`src/hdl/idll_pkg.sv`:
```
// Shared types and constants for the indexed doubly linked list unit.
// No dependencies.
package idll_pkg;

  localparam int DEPTH_DEF      = 16;
  localparam int VALUE_BITS_DEF = 32;

  typedef enum logic [2:0] {
    OP_INS_HEAD   = 3'd0,
    OP_INS_TAIL   = 3'd1,
    OP_INS_AFTER  = 3'd2,
    OP_INS_BEFORE = 3'd3,
    OP_DELETE     = 3'd4,
    OP_FIND       = 3'd5
  } op_t;

  typedef enum logic [1:0] {
    ST_OK       = 2'd0,
    ST_FULL     = 2'd1,
    ST_BADPOS   = 2'd2,
    ST_NOTFOUND = 2'd3
  } status_t;

  typedef enum logic [1:0] {
    KIND_HEAD,
    KIND_TAIL,
    KIND_AFTER
  } kind_t;

  typedef enum logic [1:0] {
    RD_POS,
    RD_FREE,
    RD_CUR
  } rd_sel_t;

  typedef enum logic [3:0] {
    S_CLEAR,
    S_IDLE,
    S_POS_RD,
    S_POS_CHK,
    S_ALLOC,
    S_LINK1,
    S_LINK2,
    S_DEL1,
    S_DEL2,
    S_FIND_RD,
    S_FIND_CHK,
    S_DONE
  } state_t;

  typedef struct packed {
    logic [2:0]         op;
    logic [3:0]         position;
    logic signed [31:0] value;
  } in_item_t;

  typedef struct packed {
    status_t    status;
    logic [3:0] slot_index;
    logic [3:0] entry_count;
  } out_item_t;

  typedef struct packed {
    logic    load;
    logic    clear;
    logic    pos_chk;
    logic    alloc;
    logic    link1;
    logic    link2;
    logic    del1;
    logic    del2;
    logic    find_chk;
    rd_sel_t rd_sel;
  } cmd_t;

  typedef struct packed {
    logic clr_last;
    logic short_list;
    logic cnt_zero;
    logic pos_ok;
    logic is_delete;
    logic full;
    logic match;
    logic last;
  } sts_t;

endpackage

```
`src/hdl/idll_ram.sv`:
```
// Generic single-write, single-read RAM with registered read data.
// No dependencies.
module idll_ram #(
  parameter int WIDTH = 8,
  parameter int DEPTH = 16
) (
  input  logic                     clk,
  input  logic                     we,
  input  logic [$clog2(DEPTH)-1:0] waddr,
  input  logic [WIDTH-1:0]         wdata,
  input  logic [$clog2(DEPTH)-1:0] raddr,
  output logic [WIDTH-1:0]         rdata
);

  logic [WIDTH-1:0] mem [DEPTH];

  always_ff @(posedge clk) begin
    if (we) begin
      mem[waddr] <= wdata;
    end
    rdata <= mem[raddr];
  end

endmodule

```
`src/hdl/idll_ctrl.sv`:
```
// Sequencer for the list unit: walks each transaction through its steps.
// Depends on idll_pkg.
module idll_ctrl
  import idll_pkg::*;
(
  input  logic       clk,
  input  logic       rst,
  input  logic       start,
  input  logic [2:0] op,
  input  sts_t       sts,
  output cmd_t       cmd,
  output logic       busy,
  output logic       done
);

  state_t state, state_next;

  always_ff @(posedge clk) begin
    if (rst) begin
      state <= S_CLEAR;
    end else begin
      state <= state_next;
    end
  end

  always_comb begin
    state_next = state;
    case (state)
      S_CLEAR: begin
        if (sts.clr_last) state_next = S_IDLE;
      end
      S_IDLE: begin
        if (start) begin
          if (op inside {OP_INS_HEAD, OP_INS_TAIL}) begin
            state_next = S_ALLOC;
          end else if (op inside {OP_INS_AFTER, OP_INS_BEFORE}) begin
            state_next = sts.short_list ? S_ALLOC : S_POS_RD;
          end else if (op == OP_DELETE) begin
            state_next = S_POS_RD;
          end else if (op == OP_FIND) begin
            state_next = sts.cnt_zero ? S_DONE : S_FIND_RD;
          end else begin
            state_next = S_DONE;
          end
        end
      end
      S_POS_RD:   state_next = S_POS_CHK;
      S_POS_CHK: begin
        if (!sts.pos_ok)        state_next = S_DONE;
        else if (sts.is_delete) state_next = S_DEL1;
        else                    state_next = S_ALLOC;
      end
      S_ALLOC:    state_next = sts.full ? S_DONE : S_LINK1;
      S_LINK1:    state_next = S_LINK2;
      S_LINK2:    state_next = S_DONE;
      S_DEL1:     state_next = S_DEL2;
      S_DEL2:     state_next = S_DONE;
      S_FIND_RD:  state_next = S_FIND_CHK;
      S_FIND_CHK: state_next = (sts.match || sts.last) ? S_DONE : S_FIND_RD;
      S_DONE:     state_next = S_IDLE;
      default:    state_next = S_IDLE;
    endcase
  end

  always_comb begin
    cmd      = '0;
    cmd.rd_sel = RD_POS;
    busy     = (state != S_IDLE);
    done     = (state == S_DONE);
    case (state)
      S_CLEAR:    cmd.clear = 1'b1;
      S_IDLE:     cmd.load = start;
      S_POS_CHK:  cmd.pos_chk = 1'b1;
      S_ALLOC: begin
        cmd.alloc  = 1'b1;
        cmd.rd_sel = RD_FREE;
      end
      S_LINK1:    cmd.link1 = 1'b1;
      S_LINK2:    cmd.link2 = 1'b1;
      S_DEL1:     cmd.del1 = 1'b1;
      S_DEL2:     cmd.del2 = 1'b1;
      S_FIND_RD:  cmd.rd_sel = RD_CUR;
      S_FIND_CHK: cmd.find_chk = 1'b1;
      default: begin
      end
    endcase
  end

endmodule

```
`src/hdl/idll_dpath.sv`:
```
// Datapath for the list unit: link and value memories, list pointers, result.
// Depends on idll_pkg and idll_ram.
module idll_dpath
  import idll_pkg::*;
#(
  parameter int DEPTH      = DEPTH_DEF,
  parameter int VALUE_BITS = VALUE_BITS_DEF
) (
  input  logic      clk,
  input  logic      rst,
  input  in_item_t  in_item,
  input  cmd_t      cmd,
  output sts_t      sts,
  output out_item_t result
);

  localparam int IW = $clog2(DEPTH);

  logic [2:0]            op_q;
  logic [3:0]            pos_q;
  logic [VALUE_BITS-1:0] val_q, val_ext;
  logic [IW-1:0]         head, tail, free_head, count;
  logic [IW-1:0]         cur, kcnt, s_slot, p_slot, pv_slot, nx_slot, slot_q, clr_idx;
  kind_t                 kind;
  status_t               st_q;

  logic [IW-1:0]         rd_addr, rd_next, rd_prev;
  logic                  rd_live;
  logic [VALUE_BITS-1:0] rd_value;

  logic                  nx_we, pv_we, lv_we, val_we, lv_wd;
  logic [IW-1:0]         nx_wa, nx_wd, pv_wa, pv_wd, lv_wa;

  logic [IW-1:0] pos_idx, one, cnt_m1;
  logic          pos_ok, cnt_zero, is_h, is_t;

  generate
    if (VALUE_BITS > 32) begin : g_ext
      assign val_ext = {{(VALUE_BITS-32){in_item.value[31]}}, in_item.value};
    end else begin : g_trunc
      assign val_ext = in_item.value[VALUE_BITS-1:0];
    end
  endgenerate

  assign one      = IW'(1);
  assign pos_idx  = IW'(pos_q);
  assign cnt_zero = (count == '0);
  assign cnt_m1   = count - one;
  assign pos_ok   = (pos_q != 4'd0) && ({28'd0, pos_q} < 32'(DEPTH)) && rd_live;
  assign is_h     = (p_slot == head);
  assign is_t     = (p_slot == tail);

  assign sts.clr_last   = (clr_idx == IW'(DEPTH - 1));
  assign sts.short_list = (count <= one);
  assign sts.cnt_zero   = cnt_zero;
  assign sts.pos_ok     = pos_ok;
  assign sts.is_delete  = (op_q == OP_DELETE);
  assign sts.full       = (free_head == '0);
  assign sts.match      = rd_live && (rd_value == val_q);
  assign sts.last       = (kcnt == cnt_m1);

  always_comb begin
    case (cmd.rd_sel)
      RD_FREE: rd_addr = free_head;
      RD_CUR:  rd_addr = cur;
      default: rd_addr = pos_idx;
    endcase
  end

  // Write port steering for the link memories.
  always_comb begin
    nx_we = 1'b0; nx_wa = s_slot; nx_wd = '0;
    pv_we = 1'b0; pv_wa = s_slot; pv_wd = '0;
    lv_we = 1'b0; lv_wa = s_slot; lv_wd = 1'b0;
    val_we = cmd.link1;
    if (cmd.clear) begin
      nx_we = 1'b1; nx_wa = clr_idx;
      nx_wd = (sts.clr_last || clr_idx == '0) ? '0 : clr_idx + one;
      pv_we = 1'b1; pv_wa = clr_idx;
      lv_we = 1'b1; lv_wa = clr_idx;
    end else if (cmd.link1) begin
      nx_we = 1'b1;
      pv_we = 1'b1;
      lv_we = 1'b1; lv_wd = 1'b1;
      case (kind)
        KIND_HEAD: nx_wd = cnt_zero ? '0 : head;
        KIND_TAIL: pv_wd = cnt_zero ? '0 : tail;
        default: begin
          nx_wd = nx_slot;
          pv_wd = p_slot;
        end
      endcase
    end else if (cmd.link2) begin
      nx_wd = s_slot;
      pv_wd = s_slot;
      case (kind)
        KIND_HEAD: begin
          pv_we = !cnt_zero; pv_wa = head;
        end
        KIND_TAIL: begin
          nx_we = !cnt_zero; nx_wa = tail;
        end
        default: begin
          nx_we = 1'b1; nx_wa = p_slot;
          pv_we = 1'b1; pv_wa = nx_slot;
        end
      endcase
    end else if (cmd.del1) begin
      nx_wa = pv_slot;
      pv_wa = nx_slot;
      if (is_h && !is_t) begin
        pv_we = 1'b1;
      end else if (is_t && !is_h) begin
        nx_we = 1'b1;
      end else if (!is_h && !is_t) begin
        nx_we = 1'b1; nx_wd = nx_slot;
        pv_we = 1'b1; pv_wd = pv_slot;
      end
    end else if (cmd.del2) begin
      nx_we = 1'b1; nx_wa = p_slot; nx_wd = free_head;
      pv_we = 1'b1; pv_wa = p_slot;
      lv_we = 1'b1; lv_wa = p_slot;
    end
  end

  always_ff @(posedge clk) begin
    if (rst) begin
      head      <= one;
      tail      <= one;
      free_head <= one;
      count     <= '0;
      clr_idx   <= '0;
    end else begin
      if (cmd.clear) clr_idx <= clr_idx + one;
      if (cmd.link1) free_head <= rd_next;
      if (cmd.link2) begin
        count <= count + one;
        case (kind)
          KIND_HEAD: begin
            head <= s_slot;
            if (cnt_zero) tail <= s_slot;
          end
          KIND_TAIL: begin
            tail <= s_slot;
            if (cnt_zero) head <= s_slot;
          end
          default: begin
          end
        endcase
      end
      if (cmd.del1) begin
        if (is_h && is_t) begin
          head <= one;
          tail <= one;
        end else if (is_h) begin
          head <= nx_slot;
        end else if (is_t) begin
          tail <= pv_slot;
        end
      end
      if (cmd.del2) begin
        free_head <= p_slot;
        count     <= cnt_m1;
      end
    end
  end

  // Transaction registers: no reset needed.
  always_ff @(posedge clk) begin
    if (cmd.load) begin
      op_q   <= in_item.op;
      pos_q  <= in_item.position;
      val_q  <= val_ext;
      cur    <= head;
      kcnt   <= '0;
      slot_q <= '0;
      st_q   <= (in_item.op == OP_FIND && cnt_zero) ? ST_NOTFOUND : ST_OK;
      kind   <= (in_item.op inside {OP_INS_HEAD, OP_INS_BEFORE}) ? KIND_HEAD : KIND_TAIL;
    end
    if (cmd.pos_chk) begin
      pv_slot <= rd_prev;
      if (!pos_ok) begin
        st_q <= ST_BADPOS;
      end else if (op_q == OP_INS_BEFORE) begin
        kind    <= (pos_idx == head) ? KIND_HEAD : KIND_AFTER;
        p_slot  <= rd_prev;
        nx_slot <= pos_idx;
      end else begin
        if (op_q == OP_INS_AFTER) kind <= (pos_idx == tail) ? KIND_TAIL : KIND_AFTER;
        p_slot  <= pos_idx;
        nx_slot <= rd_next;
      end
    end
    if (cmd.alloc) begin
      if (sts.full) st_q <= ST_FULL;
      s_slot <= free_head;
    end
    if (cmd.link2) slot_q <= s_slot;
    if (cmd.find_chk) begin
      if (sts.match) begin
        slot_q <= cur;
      end else begin
        cur  <= rd_next;
        kcnt <= kcnt + one;
        if (sts.last) st_q <= ST_NOTFOUND;
      end
    end
  end

  assign result.status      = st_q;
  assign result.slot_index  = 4'(slot_q);
  assign result.entry_count = 4'(count);

  idll_ram #(.WIDTH(IW), .DEPTH(DEPTH)) u_next (
    .clk(clk), .we(nx_we), .waddr(nx_wa), .wdata(nx_wd), .raddr(rd_addr), .rdata(rd_next)
  );

  idll_ram #(.WIDTH(IW), .DEPTH(DEPTH)) u_prev (
    .clk(clk), .we(pv_we), .waddr(pv_wa), .wdata(pv_wd), .raddr(rd_addr), .rdata(rd_prev)
  );

  idll_ram #(.WIDTH(1), .DEPTH(DEPTH)) u_live (
    .clk(clk), .we(lv_we), .waddr(lv_wa), .wdata(lv_wd), .raddr(rd_addr), .rdata(rd_live)
  );

  idll_ram #(.WIDTH(VALUE_BITS), .DEPTH(DEPTH)) u_value (
    .clk(clk), .we(val_we), .waddr(s_slot), .wdata(val_q), .raddr(rd_addr), .rdata(rd_value)
  );

endmodule

```
`src/hdl/indexed_doubly_linked_list_unit.sv`:
```
// Indexed doubly linked list unit: one transaction in flight, result strobed on done.
// An insert allocates a free slot and relinks it (after or before on a longer list checks
// its position first); a delete checks its position, then unlinks; a find compares each
// visited entry in turn. start is taken only while idle; the receiver cannot stall.
// Reset: synchronous rst starts a clearing pass over every slot that rebuilds the
// free chain; busy stays high until it ends.
module indexed_doubly_linked_list_unit
  import idll_pkg::*;
#(
  parameter int DEPTH      = DEPTH_DEF,
  parameter int VALUE_BITS = VALUE_BITS_DEF
) (
  input  logic      clk,
  input  logic      rst,
  input  logic      start,
  input  in_item_t  in_item,
  output logic      busy,
  output logic      done,
  output out_item_t result
);

  // Command and status between sequencer and datapath.
  cmd_t cmd;
  sts_t sts;

  // Sequence each transaction: validate position, allocate or free a slot, relink, search, report.
  idll_ctrl u_ctrl (
    .clk   (clk),
    .rst   (rst),
    .start (start),
    .op    (in_item.op),
    .sts   (sts),
    .cmd   (cmd),
    .busy  (busy),
    .done  (done)
  );

  // Hold the list in memories; result fields come straight from registers.
  idll_dpath #(
    .DEPTH      (DEPTH),
    .VALUE_BITS (VALUE_BITS)
  ) u_dpath (
    .clk     (clk),
    .rst     (rst),
    .in_item (in_item),
    .cmd     (cmd),
    .sts     (sts),
    .result  (result)
  );

endmodule

```
`config.mk`:
```
export PLATFORM = sky130hd
export DESIGN_NAME = indexed_doubly_linked_list_unit
export DESIGN_NICKNAME = d
export VERILOG_FILES = /design/src/hdl/idll_pkg.sv /design/src/hdl/idll_ram.sv /design/src/hdl/idll_ctrl.sv /design/src/hdl/idll_dpath.sv /design/src/hdl/indexed_doubly_linked_list_unit.sv
export SDC_FILE = /design/constraint.sdc
export NUM_CORES = 1
export LEC_CHECK = 0
export ABC_AREA = 1
export BUFFER_PORTS_ARGS = -buffer_cell sky130_fd_sc_hd__clkbuf_2
export CAP_MARGIN = 20
export CORE_UTILIZATION = 30
export CTS_CLUSTER_SIZE = 16
export DETAILED_ROUTE_END_ITERATION = 8
export GPL_TIMING_DRIVEN = 0
export PLACE_DENSITY = 0.54
export SLEW_MARGIN = 20
export SYNTH_ARGS = -nofsm -noshare
export SYNTH_HDL_FRONTEND = slang
export SYNTH_SLANG_ARGS = --single-unit
export TNS_END_PERCENT = 1
```
`constraint.sdc`:
```
create_clock -name clk -period 4.5 [get_ports clk]
set_clock_uncertainty 0.05 [all_clocks]
set_input_delay 0.45 -clock clk [delete_from_list [all_inputs] [get_ports clk]]
set_output_delay 0.45 -clock clk [all_outputs]
set_load 0.05 [all_outputs]
```
==> reports/metrics.csv, run 1 <==
stage,metric,value,unit
worst_setup_path,r2r_cells,10,
timing,slew_headroom,25.51,%
global_routing,grt_max_degree,26,
route,wl_per_cell,23.99,um
die,io_pins,54,
synth,postSynthAreaPerCell,10.96,um^2
finish,fin_cells,4907,
clocking,htree_levels,3,
timing,fin_crit_sh,96.70,%
finish,antenna_cells,0,
synth,yosysWarnings,0,
synth,syn_nets,3176,
timing,worst_pin_slew,1.113,ns
clocking,cts.sink_count,792,
placed_design,portBuffers,53,
die,die-height,339.9,um
placed_design,placed_cells,4713,
finish,nNetsFinal,3389,
timing,tns,0,ns
timing,rsz0062_at_grt,no,
finish,final_common_cell,edfxtp_1,
clocking,cts_tree,yes,
global_routing,grt_pass1_vias,23920,
synth,synthArstFlopShare,0,%
run,drv_cap,0,
global_routing,grt_usage,19.90,%
worst_setup_path,cp-end-kind,flip-flop,
timing,slew_violations,0,
worst_setup_path,critPathLaunchType,flip-flop,
route,wl,117700,um
global_routing,gr-total-overflow,0,
die,num_rows,123,
finish,area_delta_synth_final,18.48,%
synth,synth_compound_area_share,14.04,%
route,drtPass1Iterations,6,
clocking,path_clk_slew,0.06,ns
placed_design,hpwl,79410,um
worst_setup_path,required,5.00,ns
route,drt.antenna.violating_nets,0,
worst_setup_path,r2r_slack,0.15,ns
synth,muxShareOfSynthArea,0,%
synth,ys.flop_type,edfxtp_1,
timing,finalCriticalPeriod,4.351,ns
timing,hold_ws,0.08539,ns
power,max-vdd-ir-drop,0.0003092,V
route,drc,0,
finish,layout_common_cells,"edfxtp_1 (711), nand2_1 (587), inv_1 (344), o211ai_1 (331), a21oi_1 (198)",
die,core-area,112800,um^2
finish,final_layout_size_suffix_gt1_share,9.569,%
route,via_per_inst,5.156,
route,drtIter0Drc,2718,
power,power.density,386.1,nW/um^2
synth,yosys.area_share.simple,12.01,%
clocking,cts_root_buf,clkbuf_16,
clocking,clkLatencyLatePin,0.68,ns
die,die_x,339.9,um
synth,synth_edf_count,711,
synth,yosysSeqAreaShare,67.06,%
synth,synth_seq_cells,792,
clocking,numCtsBuffers,84,
placed_design,gp_congestion,0.9226,
synth,synth_xor_area_share,0.5880,%
timing,setup_violations,0,
synth,synth_top_family_by_area,compound AO/OA/AOI/OAI gates,
die,dieArea,115500,um^2
worst_setup_path,crit_type,reg -> reg,
timing,hold_viol,0,
run_status,outcome,"finished, final reports clean",
route,vias,25300,
min_path,min_path_cells,2,
timing,fmax,229.8,MHz
clocking,cts_buffer_depth,3,
worst_setup_path,arrival,4.86,ns
synth,synth.cell_area,34260,um^2
die,start_util,30.37,%
global_routing,antenna_found_initial,1,
power,total_leakage_power,0.01479,uW
synth,synth_fa_ha_area_share,0.3287,%
min_path,hold_class,in -> reg,
global_routing,grt_pass1_wl,167400,um
synth,synth_cells,3125,
worst_setup_path,worst-path-max-fanout,10,
synth,synthDistinctLibCells,43,
clocking,cts_resized,0,
placed_design,placed_cell_area,37270,um^2
finish,fin_area,40590,um^2
[cells by family after synthesis]
kind of cell / Yosys count
flip-flops: 792
adder cells (fa/ha/maj): 9
buffers and inverters: 527
AO/OA/AOI/OAI: 781
AND/OR/NAND/NOR: 993
XOR/XNOR: 23
[registers in the layout, indices dropped and copies added, names as in the netlist, 16 cells and up]
name                   flops
u_dpath.u_live.mem        16
u_dpath.u_next.mem        64
u_dpath.u_prev.mem        64
u_dpath.u_value.mem      512
u_dpath.u_value.rdata     32
u_dpath.val_q             32
[worst max-delay path, cell delays in order (launching register included)]
cell and delay, ns:
dfxtp_1 0.43, nand2_4 0.13, nor2_1 0.57, ha_1 0.27, inv_2 0.07, o21ai_0 0.78
buf_2 0.50, buf_1 0.86, o211ai_1 0.26, nand3_1 0.24, nand2_1 0.07
[final cells by class]
class,instances,area (um^2)
clock buffer,120,2427
clock inverter,35,496.7
inverter,358,1346
multi-input combinational,1806,9383
tap,1500,1877
fill,11180,72220
sequential,792,22970
timing repair buffer,127,1378
buffer,169,708.2
[Yosys cell counts, drive strengths merged, types with 15 or more instances]
cell type | count | area [um^2]
o211ai | 331 | 2485
a21oi | 200 | 1008
nand4 | 16 | 106.4
inv | 357 | 1340
o21ai | 224 | 1125
nand2 | 598 | 2277
nand3 | 161 | 820.8
xor2 | 15 | 131.4
dfxtp | 81 | 1622
nor2 | 196 | 782.0
edfxtp | 711 | 21350
clkbuf | 114 | 427.9
buf | 55 | 276.5
[what timing repair did]
action | CTS | global route
setup buffers | 0 | 0
hold buffers | 39 | 0
endpoints found under the hold margin | 39 | 0
[routing by layer]
metal / routed length, um / GRT usage (%) / part of all wire, %
met3: 9992 / 3.737 / 8.5
met1: 51040 / 27.78 / 43
met5: 0 / 0 / 0
met4: 4193 / 6.935 / 3.6
met2: 52470 / 30.86 / 45
[power by group]
group          internal, uW  switching, uW
Clock                  4260           3090
Sequential             7970           32.9
Combinational           101            209
Total                 12300           3330
[path summary, 6_finish.rpt]
| path | start | endpoint |
|---|---|---|
| worst min-delay path | rst | u_dpath.free_head[2]$_SDFFE_PP0P_ |
| worst min register to register | u_dpath.u_prev.rdata[0]$_DFF_P_ | u_dpath.pv_slot[0]$_DFFE_PP_ |
| worst max-delay path | u_ctrl.state[2]$_SDFFE_PP0P_ | u_dpath.u_value.rdata[1]$_DFF_P_ |
| worst max register to register | u_ctrl.state[2]$_SDFFE_PP0P_ | u_dpath.u_value.rdata[1]$_DFF_P_ |
[per-stage QoR]
step / setup slack (ns) / utilization (%) / total power [uW]
detailed placement: 0.2958 / 33.04 / 8446
global route: 0.03344 / 35.98 / 16060
finish: 0.1486 / 35.98 / 15670
floorplan: 1.210 / - / 8335
CTS: 0.3089 / 35.98 / 15750
global placement: -1.652 / 32.27 / 8443
Note: power is estimated with default switching activity, not from simulation.
==> inputs of run 2 (changes only) <==
--- a/config.mk
+++ b/config.mk
@@ -13,6 +13,7 @@
 export DETAILED_ROUTE_END_ITERATION = 8
 export GPL_TIMING_DRIVEN = 0
 export PLACE_DENSITY = 0.54
+export SETUP_SLACK_MARGIN = 0.5
 export SLEW_MARGIN = 20
 export SYNTH_ARGS = -nofsm -noshare
 export SYNTH_HDL_FRONTEND = slang
==> run 2 against run 1 <==
Compared with the run above: utilization barely moved; combinational power barely moved; critical path depth rose by 3; largest power group unchanged; highest routed layer unchanged.
==> reports/metrics.csv, run 2 (synthesis results as in run 1) <==
stage,metric,value,unit,change
worst_setup_path,startpoint,u_ctrl.state[2]$_SDFFE_PP0P_,,unchanged
clocking,clkLatencyLatePin,0.68,ns,about the same
die,core-area,112800,um^2,unchanged
finish,top_regs,"u_dpath.u_value.mem (512), u_dpath.u_next.mem (64), u_dpath.u_prev.mem (64)",,unchanged
die,start_util,30.37,%,unchanged
timing,fin_crit_sh,86.54,%,was 96.70%
worst_setup_path,critPathLaunchType,flip-flop,,unchanged
route,vias,25430,,was 25300
clocking,cts_root_buf,clkbuf_16,,unchanged
timing,slew_violations,0,,unchanged
timing,rsz0062_at_grt,yes,,was no
finish,largest_register_ffs,512,,unchanged
route,drc,0,,unchanged
clocking,path_clk_slew,0.06,ns,about the same
min_path,min_from,rst,,unchanged
finish,fin_area,40600,um^2,was 40590 um^2
timing,worst_pin_slew,1.133,ns,was 1.113 ns
global_routing,grt_pass1_wl,167400,um,unchanged
worst_setup_path,cp_slowest_cell,buf_2,,was buf_1
timing,hold_viol,0,,unchanged
finish,nNetsFinal,3389,,unchanged
die,num_rows,123,,unchanged
clocking,numCtsBuffers,84,,unchanged
route,drtPass1Iterations,6,,unchanged
timing,fmax,256.8,MHz,was 229.8 MHz
timing,setup_violations,0,,unchanged
route,drtIter0Drc,2825,,was 2718
timing,hold_ws,0.09181,ns,was 0.08539 ns
worst_setup_path,arrival,4.42,ns,was 4.86 ns
placed_design,placed_cells,4713,,unchanged
global_routing,antenna_found_initial,1,,unchanged
power,power.total,15650,uW,was 15670 uW
route,wl,117700,um,about the same
worst_setup_path,r2r-start,u_ctrl.state[2]$_SDFFE_PP0P_,,unchanged
finish,final_layout_size_suffix_gt1_share,9.774,%,was 9.569%
die,die-height,339.9,um,unchanged
die,die_x,339.9,um,unchanged
worst_setup_path,cp-end-kind,flip-flop,,unchanged
route,via_per_inst,5.182,,was 5.156
run_status,outcome,"finished, final reports clean",,unchanged
placed_design,gp_congestion,0.9226,,unchanged
global_routing,grt_max_degree,26,,unchanged
die,io_pins,54,,unchanged
worst_setup_path,worst-path-max-fanout,10,,unchanged
power,max-vdd-ir-drop,0.0003094,V,was 0.0003092 V
clocking,cts_tree,yes,,unchanged
finish,largest_register,u_dpath.u_value.mem,,unchanged
worst_setup_path,crit_type,reg -> reg,,unchanged
timing,slew_headroom,24.48,%,was 25.51%
timing,finalCriticalPeriod,3.894,ns,was 4.351 ns
finish,antenna_cells,0,,unchanged
timing,tns,0,ns,unchanged
global_routing,grt_pass1_vias,23920,,unchanged
route,wl_per_cell,23.98,um,was 23.99 um
power,total_leakage_power,0.01480,uW,was 0.01479 uW
worst_setup_path,required,5.03,ns,was 5.00 ns
run,drv_cap,0,,unchanged
power,power.density,385.6,nW/um^2,was 386.1 nW/um^2
clocking,htree_levels,3,,unchanged
clocking,cts.sink_count,792,,unchanged
global_routing,grt_usage,19.90,%,unchanged
worst_setup_path,critPathMaxStageDelay,0.60,ns,was 0.86 ns
global_routing,gr-total-overflow,0,,unchanged
clocking,cts_buffer_depth,3,,unchanged
placed_design,hpwl,79410,um,unchanged
placed_design,placed_cell_area,37270,um^2,unchanged
finish,fin_cells,4907,,unchanged
route,drt.antenna.violating_nets,0,,unchanged
finish,final_common_cell,edfxtp_1,,unchanged
finish,area_delta_synth_final,18.51,%,was 18.48%
finish,layout_common_cells,"edfxtp_1 (711), nand2_1 (587), inv_1 (344), o211ai_1 (331), a21oi_1 (198)",,unchanged
worst_setup_path,crit_path_cell_trace,nand2_4 > nor2_2 > inv_1 > ha_1 > nand2_1 > nand3_1 > o21ai_1 > buf_2 > buf_1 > o211ai_1 > o211ai_1 > nand3_1 > nand2_1,,was nand2_4 > nor2_1 > ha_1 > inv_2 > o21ai_0 > buf_2 > buf_1 > o211ai_1 > nand3_1 > nand2_1
die,dieArea,115500,um^2,unchanged
min_path,hold_class,in -> reg,,unchanged
placed_design,portBuffers,53,,unchanged
## run 2: cell count changes in the layout (fill, tap and decap cells not counted), sizes merged
cell,delta
buf,-1
clkbuf,+1
## run 2: cell type report
| cell class | instances | area, um^2 |
|---|---|---|
| plain buffers | 169 | 715.7 |
| clock buffers | 120 | 2427 |
| clock inverters | 35 | 496.7 |
| fillers | 11180 | 72210 |
| inverters | 358 | 1346 |
| multi-input cells | 1806 | 9385 |
| flip-flops and latches | 792 | 22970 |
| well taps | 1500 | 1877 |
| repair buffers | 127 | 1378 |
## run 2: what timing repair did
action	in CTS	in global routing
cloned	0	0
endpoints found under the hold margin	39	0
gates resized for setup	1	16
hold buffers	39	0
buffers inserted	0	0
endpoints found under the setup margin	24	50
## run 2: through the flow
step	utilization, %	worst slack, ns
after floorplan	-	1.210
after global placement	32.27	-1.652
after detailed placement	33.04	0.2958
after CTS	35.98	0.3619
after global routing	35.99	0.4759
final	35.99	0.6058
## run 2: final timing paths
| kind | end | slack [ns] | depth (start not counted) |
|---|---|---|---|
| setup reg to reg | u_dpath.u_prev.rdata[1]$_DFF_P_ | 0.61 | 13 |
| hold reg to reg | u_dpath.pv_slot[0]$_DFFE_PP_ | 0.41 | 0 |
| setup / recovery | u_dpath.u_prev.rdata[1]$_DFF_P_ | 0.61 | 13 |
| hold / removal | u_dpath.free_head[2]$_SDFFE_PP0P_ | 0.09 | 2 |
## run 2: worst max-delay path, delay by kind of cell, from the launching register on
family | cells | cell delay [ns]
buffers and inverters | 3 | 1.35
and+or+nand+nor | 6 | 1.01
AOI/OAI and AO/OA | 3 | 0.72
DFF | 1 | 0.43
adders and majority gates | 1 | 0.26
## run 2: power by group
| group | switching (uW) | total (uW) | internal, uW |
|---|---|---|---|
| logic | 209 | 310 | 101 |
| registers | 32.5 | 8010 | 7970 |
| clock network | 3070 | 7340 | 4260 |
| total | 3310 | 15700 | 12300 |
## run 2: routing by layer
layer	share of wire, %	vias to the layer above	GRT usage [%]
li1	-	11500	-
met1	44	12550	27.78
met2	45	1153	30.86
met3	8.1	231	3.737
met4	3.7	0	6.935
met5	0	-	0
